--- config.mk ---
export PLATFORM = sky130hd
export DESIGN_NAME = mrwt_ctrl
export DESIGN_NICKNAME = d
export VERILOG_FILES = /design/src/mrwt_pkg.sv /design/src/mrwt_ctrl.sv
export SDC_FILE = /design/constraint.sdc
export NUM_CORES = 1
export LEC_CHECK = 0
export BUFFER_PORTS_ARGS = -buffer_cell sky130_fd_sc_hd__buf_2
export CAP_MARGIN = 20
export CORE_MARGIN = 2
export CORE_UTILIZATION = 30
export CTS_CLUSTER_DIAMETER = 50
export DETAILED_ROUTE_END_ITERATION = 12
export GPL_TIMING_DRIVEN = 0
export SLEW_MARGIN = 20
export SYNTH_ARGS = -nofsm -noshare
export SYNTH_HDL_FRONTEND = slang
export SYNTH_SLANG_ARGS = --single-unit
--- constraint.sdc ---
create_clock -name clk_i -period 2.6 [get_ports clk_i]
set_input_delay 0.26 -clock clk_i [delete_from_list [all_inputs] [get_ports clk_i]]
set_output_delay 0.26 -clock clk_i [all_outputs]
set_load 0.02 [all_outputs]
--- src/mrwt_pkg.sv ---
`default_nettype none
package mrwt_pkg;

  typedef enum logic [3:0] {
    ST_IDLE,
    ST_CHECK,
    ST_REDUCE,
    ST_RCHK,
    ST_SPLIT,
    ST_POW,
    ST_MUL_R,
    ST_POW_SQ,
    ST_MUL_B,
    ST_SQ_TEST,
    ST_SQ_MUL,
    ST_DONE
  } state_e;

  typedef enum logic [3:0] {
    OP_NONE,
    OP_LOAD,
    OP_RED_STEP,
    OP_B_FROM_ACC,
    OP_SPLIT,
    OP_MUL_START,
    OP_MUL_STEP,
    OP_WB_R,
    OP_WB_B,
    OP_WB_X
  } op_e;

  typedef enum logic [1:0] {
    SEL_RB,
    SEL_BB,
    SEL_XX
  } sel_e;

  typedef struct packed {
    op_e  op;
    sel_e sel;
  } cmd_t;

  typedef struct packed {
    logic n_lt2;
    logic n_is23;
    logic n_even;
    logic cnt_zero;
    logic acc_zero;
    logic acc_one;
    logic e_zero;
    logic e_lsb;
    logic s_zero;
    logic x_one;
    logic x_nm1;
  } sts_t;

endpackage
`default_nettype wire

--- src/mrwt_ctrl.sv ---
`default_nettype none
module mrwt_ctrl (
  input  wire logic           clk_i,
  input  wire logic           rst_ni,
  input  wire logic           in_valid_i,
  output logic                in_stall_o,
  output logic                out_valid_o,
  input  wire logic           out_stall_i,
  output logic                composite_o,
  input  wire mrwt_pkg::sts_t sts_i,
  output mrwt_pkg::cmd_t      cmd_o
);

  mrwt_pkg::state_e state_q, state_d;
  logic verdict_q, verdict_d;
  logic out_valid_q, out_valid_d;
  logic composite_q, composite_d;

  always_ff @(posedge clk_i or negedge rst_ni) begin
    if (!rst_ni) begin
      state_q     <= mrwt_pkg::ST_IDLE;
      verdict_q   <= 1'b0;
      out_valid_q <= 1'b0;
      composite_q <= 1'b0;
    end else begin
      state_q     <= state_d;
      verdict_q   <= verdict_d;
      out_valid_q <= out_valid_d;
      composite_q <= composite_d;
    end
  end

  always_comb begin
    state_d     = state_q;
    verdict_d   = verdict_q;
    composite_d = composite_q;
    out_valid_d = out_valid_q && out_stall_i;
    cmd_o.op    = mrwt_pkg::OP_NONE;
    cmd_o.sel   = mrwt_pkg::SEL_RB;
    in_stall_o  = (state_q != mrwt_pkg::ST_IDLE);
    case (state_q)
      mrwt_pkg::ST_IDLE: begin
        if (in_valid_i) begin
          cmd_o.op = mrwt_pkg::OP_LOAD;
          state_d  = mrwt_pkg::ST_CHECK;
        end
      end
      mrwt_pkg::ST_CHECK: begin
        if (sts_i.n_lt2) begin
          verdict_d = 1'b1;
          state_d   = mrwt_pkg::ST_DONE;
        end else if (sts_i.n_is23) begin
          verdict_d = 1'b0;
          state_d   = mrwt_pkg::ST_DONE;
        end else if (sts_i.n_even) begin
          verdict_d = 1'b1;
          state_d   = mrwt_pkg::ST_DONE;
        end else begin
          state_d = mrwt_pkg::ST_REDUCE;
        end
      end
      mrwt_pkg::ST_REDUCE: begin
        if (!sts_i.cnt_zero) begin
          cmd_o.op = mrwt_pkg::OP_RED_STEP;
        end else begin
          state_d = mrwt_pkg::ST_RCHK;
        end
      end
      mrwt_pkg::ST_RCHK: begin
        if (sts_i.acc_zero) begin
          verdict_d = 1'b0;
          state_d   = mrwt_pkg::ST_DONE;
        end else begin
          cmd_o.op = mrwt_pkg::OP_B_FROM_ACC;
          state_d  = mrwt_pkg::ST_SPLIT;
        end
      end
      mrwt_pkg::ST_SPLIT: begin
        if (!sts_i.e_lsb) begin
          cmd_o.op = mrwt_pkg::OP_SPLIT;
        end else begin
          state_d = mrwt_pkg::ST_POW;
        end
      end
      mrwt_pkg::ST_POW: begin
        if (sts_i.e_zero) begin
          state_d = mrwt_pkg::ST_SQ_TEST;
        end else if (sts_i.e_lsb) begin
          cmd_o.op  = mrwt_pkg::OP_MUL_START;
          cmd_o.sel = mrwt_pkg::SEL_RB;
          state_d   = mrwt_pkg::ST_MUL_R;
        end else begin
          state_d = mrwt_pkg::ST_POW_SQ;
        end
      end
      mrwt_pkg::ST_MUL_R: begin
        if (!sts_i.cnt_zero) begin
          cmd_o.op = mrwt_pkg::OP_MUL_STEP;
        end else begin
          cmd_o.op = mrwt_pkg::OP_WB_R;
          state_d  = mrwt_pkg::ST_POW_SQ;
        end
      end
      mrwt_pkg::ST_POW_SQ: begin
        cmd_o.op  = mrwt_pkg::OP_MUL_START;
        cmd_o.sel = mrwt_pkg::SEL_BB;
        state_d   = mrwt_pkg::ST_MUL_B;
      end
      mrwt_pkg::ST_MUL_B: begin
        if (!sts_i.cnt_zero) begin
          cmd_o.op = mrwt_pkg::OP_MUL_STEP;
        end else begin
          cmd_o.op = mrwt_pkg::OP_WB_B;
          state_d  = mrwt_pkg::ST_POW;
        end
      end
      mrwt_pkg::ST_SQ_TEST: begin
        if (sts_i.s_zero || sts_i.x_one) begin
          verdict_d = !sts_i.x_one;
          state_d   = mrwt_pkg::ST_DONE;
        end else begin
          cmd_o.op  = mrwt_pkg::OP_MUL_START;
          cmd_o.sel = mrwt_pkg::SEL_XX;
          state_d   = mrwt_pkg::ST_SQ_MUL;
        end
      end
      mrwt_pkg::ST_SQ_MUL: begin
        if (!sts_i.cnt_zero) begin
          cmd_o.op = mrwt_pkg::OP_MUL_STEP;
        end else if (!sts_i.x_nm1 && sts_i.acc_one) begin
          verdict_d = 1'b1;
          state_d   = mrwt_pkg::ST_DONE;
        end else begin
          cmd_o.op = mrwt_pkg::OP_WB_X;
          state_d  = mrwt_pkg::ST_SQ_TEST;
        end
      end
      mrwt_pkg::ST_DONE: begin
        if (!out_valid_q || !out_stall_i) begin
          out_valid_d = 1'b1;
          composite_d = verdict_q;
          state_d     = mrwt_pkg::ST_IDLE;
        end
      end
      default: begin
        state_d = mrwt_pkg::ST_IDLE;
      end
    endcase
  end

  assign out_valid_o = out_valid_q;
  assign composite_o = composite_q;

endmodule
`default_nettype wire

# Word level (Yosys, flattened, before mapping)
# Index checks and enable logic that the tools add are counted.
# Widths: inputs -> output; s select.
# totals
reg_bits	7
wordCells	79
out_inout_bits	9
# classes
n_reduce_logical	14
mux	39
n_eq_ne	22
# ops
cell	count
$mux 4	15
$pmux 4 s12	1
$pmux 4 s10	1
$ne 2x2->1 const B	10
$eq 4x3->1 const B	4
$eq 4x4->1 const B	4
$mux 5	3
$mux 1	13
$eq 4x2->1 const B	2
$reduce_bool 4->1	2
$reduce_and 7->1	1
$mux 2	3
$pmux 2 s3	1
$reduce_and 6->1	1
$eq 4x1->1 const B	1
$logic_not 1->1	4
$logic_not 4->1	1
$ne 4x4->1 const B	1
$pmux 1 s4	1
$mux 3	1
$logic_and 1x1->1	2
$logic_or 1x1->1	2
$reduce_and 2->1	1

# Longest topological paths before layout
# logic_depth
word_depth	5
ltp_mapped	6

# Worst setup path after synthesis
# No wires, ideal clock.
# synth_path
kind	register to output
from	register state_q[0]
to	output cmd_o[5] (netlist bit)
path_stages_with_launch	4
path_buffers	2
setup_slack_ps	890
required_time_ps	2340
arrival_ps	1450
path_cell_list	dfrtp_1 buf_2 buf_1 nor4_1
# synth_lines
item	line	rtl
start: declaration	mrwt_ctrl.sv:14	mrwt_pkg::state_e state_q, state_d;
start signal: assignment	mrwt_ctrl.sv:21	state_q <= mrwt_pkg::ST_IDLE;
start signal: assignment	mrwt_ctrl.sv:26	state_q <= state_d;
end: declaration	mrwt_ctrl.sv:11	output mrwt_pkg::cmd_t cmd_o

==> flow_metrics.py <==
metrics = {
    "floorplan": {
        "die_y_um": 54.8,
        "floorplan.die_area_um2": 3000,
        "core_area_um2": 2450,
        "row_count": 18,
        "initial_utilization": 0.315,
        "boundaryPins": 24,
        "die_w_um": 54.8,
    },
    "sta": {
        "worst_slew_pin_slew_ps": 441,
        "fin_hold_ws_ps": 312,
        "setup_viol": 0,
        "hold_viol_final": 0,
        "max_clock_freq_mhz": 467,
        "finClkSkew_ps": 0.840,
        "final_min_period_over_clock_period": 0.823,
        "tns_ps": 0,
        "slew_hr": 0.706,
        "rsz0062_at_grt": "false",
        "finalWorstSetupSlack_ps": 461,
        "final.min_clock_period_ps": 2140,
        "finalMaxSlewViolations": 0,
    },
    "logic_synthesis": {
        "synth.area.mux_share": 0.0421,
        "synth_sequential_area_ratio": 0.227,
        "yosys.area_share.simple": 0.375,
        "post_synth_instance_area_um2": 773,
        "synth_cells": 102,
        "synthesis.nets": 117,
        "synthesized_area_fraction_occupied_by_xor_and_xnor_cells": 0,
        "average_instance_area_after_synthesis_um2": 7.58,
        "post_synth_main_area_contributors": "dfrtp_1, nand2b_1, nor2b_1",
        "yosysWarnings": 0,
        "post_synth_fa_ha_maj_area_fraction": 0,
        "combinational_family_with_the_most_area_after_synthesis": "simple AND/OR/NAND/NOR gates",
        "synth.distinct_cells": 41,
        "synth-compound-area-share": 0.269,
        "number_of_synthesized_register_bits": 7,
        "post-synth-top-area-fraction": 0.227,
        "netlist.top_cell.by_area": "dfrtp_1",
    },
    "global_routing": {
        "grt_start_max_net_pins": 11,
        "grt_antenna_before_repair": 0,
        "grt-ovfl-total": 0,
        "grt_pass1_wl_um": 3590,
        "groute.usage.overall": 0.167,
        "first_global_vias": 797,
    },
    "min_path": {
        "worstHoldPathType": "in2reg",
        "whs_path_depth": 3,
    },
    "worst_setup_path": {
        "worstSetupPathType": "reg2out",
        "critPathLaunchType": "register",
        "timing.reg2reg.worst_path_depth": 6,
        "worstPathRequired_ps": 2340,
        "path_common_cell": "buf_2",
        "critical_path_arrival_ps": 1880,
        "worst_setup_path_end_kind": "primary output",
        "crit_slowest_cell": "nor2b_1",
        "crit_path_cell_trace": "buf_2 > nor2b_1 > and3_1 > a31oi_1 > o211ai_1 > buf_2",
        "critical_path_peak_fanout": 10,
        "timing.critical_path.slowest_cell_delay_ps": 410,
    },
    "flow_run": {
        "cap_violations": 0,
    },
    "clock_network": {
        "cts.clk_slew.worst_paths_ps": 50,
        "cts_sinks": 7,
        "h-tree-depth": 1,
        "postCtsSetupRepairBufs": 0,
        "cts.path.max_buffers": 2,
        "tritoncts": "yes",
        "ctsRootBufferMaster": "clkbuf_4",
        "cts_buffers": 3,
        "worst_skew_pair.late_latency_ps": 250,
    },
    "drt": {
        "dr.pass1.iters": 4,
        "drt-total-wl_um": 2210,
        "vias_post_dr": 894,
        "drc": 0,
        "ant_nets": 0,
        "drtIter0Drc": 24,
        "viasPerCell": 5.59,
        "routed_wire_length_per_instance_um": 13.8,
    },
    "pwr": {
        "power_frac_clock": 0.089,
        "vdd_drop_max_mv": 0.473,
        "power.net_switching_uw": 570,
        "power_density_nw_per_um2": 1160,
        "comb_power_share": 0.736,
        "p_leak_nw": 0.430,
        "switching_share": 0.509,
        "p_int_uw": 550,
        "seq_power_share": 0.175,
    },
    "cells_and_area": {
        "final_nets": 146,
        "layout-drive-gt1-share": 0.292,
        "finalInstanceArea_um2": 962,
        "n_antenna_cell": 0,
        "multi_input_comb_area_um2": 531,
        "layout.filler_cells": 273,
        "layout.cells.most_common": "buf_2",
        "postLayoutCoreUtil": 0.392,
        "synthToLayoutAreaGrowth_pct": 24.4,
        "layout_common_cells": "buf_2, nor2_1, nand2_1",
        "seqCellArea_um2": 175,
    },
    "run_status": {
        "status": "finished, final reports clean",
    },
    "placement": {
        "port_buffers": 23,
        "detailedPlacementHpwl_um": 1730,
        "post-place-ws_ps": 796,
        "finalWeightedCongestion": 0.976,
        "cell_area_placed_um2": 926,
    },
}
[power by group through the flow]
stage / combinational, mW / sequential [mW] / clock, mW
floorplan: 0.607 / 0.210 / 0
global placement: 0.817 / 0.198 / 0
detailed placement: 0.820 / 0.196 / 0
CTS: 0.825 / 0.196 / 0.104
global route: 0.910 / 0.204 / 0.113
finish: 0.825 / 0.196 / 0.100
[worst paths after layout]
check | start | end | slack, ps
worst max register to register | state_q[2] | state_q[1] | 850
worst min-delay path | out_stall_i | out_valid_o | 310
min in group asynchronous | rst_ni | out_valid_o | 370
worst max-delay path | state_q[0] | cmd_o[2] | 460
worst min register to register | composite_o | composite_o | 470
max in group asynchronous | rst_ni | state_q[0] | 2080
[cells by family after synthesis]
logic type,count (synthesis)
AO/OA/AOI/OAI,30
buffers and inverters,13
flip-flops,7
multiplexers,3
AND/OR/NAND/NOR,49
[sequential cells by signal (all words and copies together), names as in the netlist]
register and count:
out_valid_o 1, composite_o 1, state_q 4, verdict_q 1
[layer usage]
layer | global-route usage | up-vias | routed length (um)
li1 | - | 438 | -
met1 | 0.239 | 413 | 967
met2 | 0.238 | 43 | 1040
met3 | 0.0519 | 0 | 206
met4 | 0.0458 | 0 | 0
met5 | 0 | - | 0
[critical path: cells and delay by family, from the launching register on]
| kind | cells | cell delay (ps) |
|---|---|---|
| compound gates | 2 | 220 |
| flops | 1 | 330 |
| buf+inv | 2 | 370 |
| simple gates | 2 | 700 |
[synth_stat cells]
master	instances
a21oi_1	6
nand3_2	1
a31oi_1	1
or4_4	1
mux2i_1	1
dfrtp_1	7
buf_1	1
nor3b_1	1
o311a_1	1
inv_1	4
clkbuf_1	2
mux2_1	2
and3_1	2
nor2b_1	6
and2_1	1
nor4_2	1
nand4_1	2
or3_4	1
nor4_1	3
and3_4	1
nor4bb_1	1
nand2_1	8
a311oi_1	1
buf_6	2
o21ai_1	3
o221ai_1	2
nand2b_1	7
buf_2	3
o31a_1	2
inv_2	1
o31ai_2	1
o22ai_1	2
a2111oi_0	1
a2bb2oi_1	1
nand3_1	3
a32oi_1	1
a211o_1	1
o211ai_1	3
o21ai_0	4
nor2_1	8
nor3_1	2
[cell type report]
type / instances / share of cell area
repair buffers: 24 / 0.130
flip-flops and latches: 7 / 0.182
well taps: 30 / 0.0390
clock buffers: 4 / 0.0273
inverters: 5 / 0.0195
plain buffers: 8 / 0.0507
multi-input cells: 82 / 0.551
[through the flow]
step,std cells,total power [mW]
global placement,155,1.01
detailed placement,155,1.02
CTS,160,1.12
global route,160,1.23
finish,160,1.12
floorplan,102,0.818
[repair_timing]
item,4_1_cts,5_1_grt
hold endpoints to repair,7,0
resized for setup,0,0
hold buffers,1,0
No activity file was read; power rests on OpenSTA's default activity.
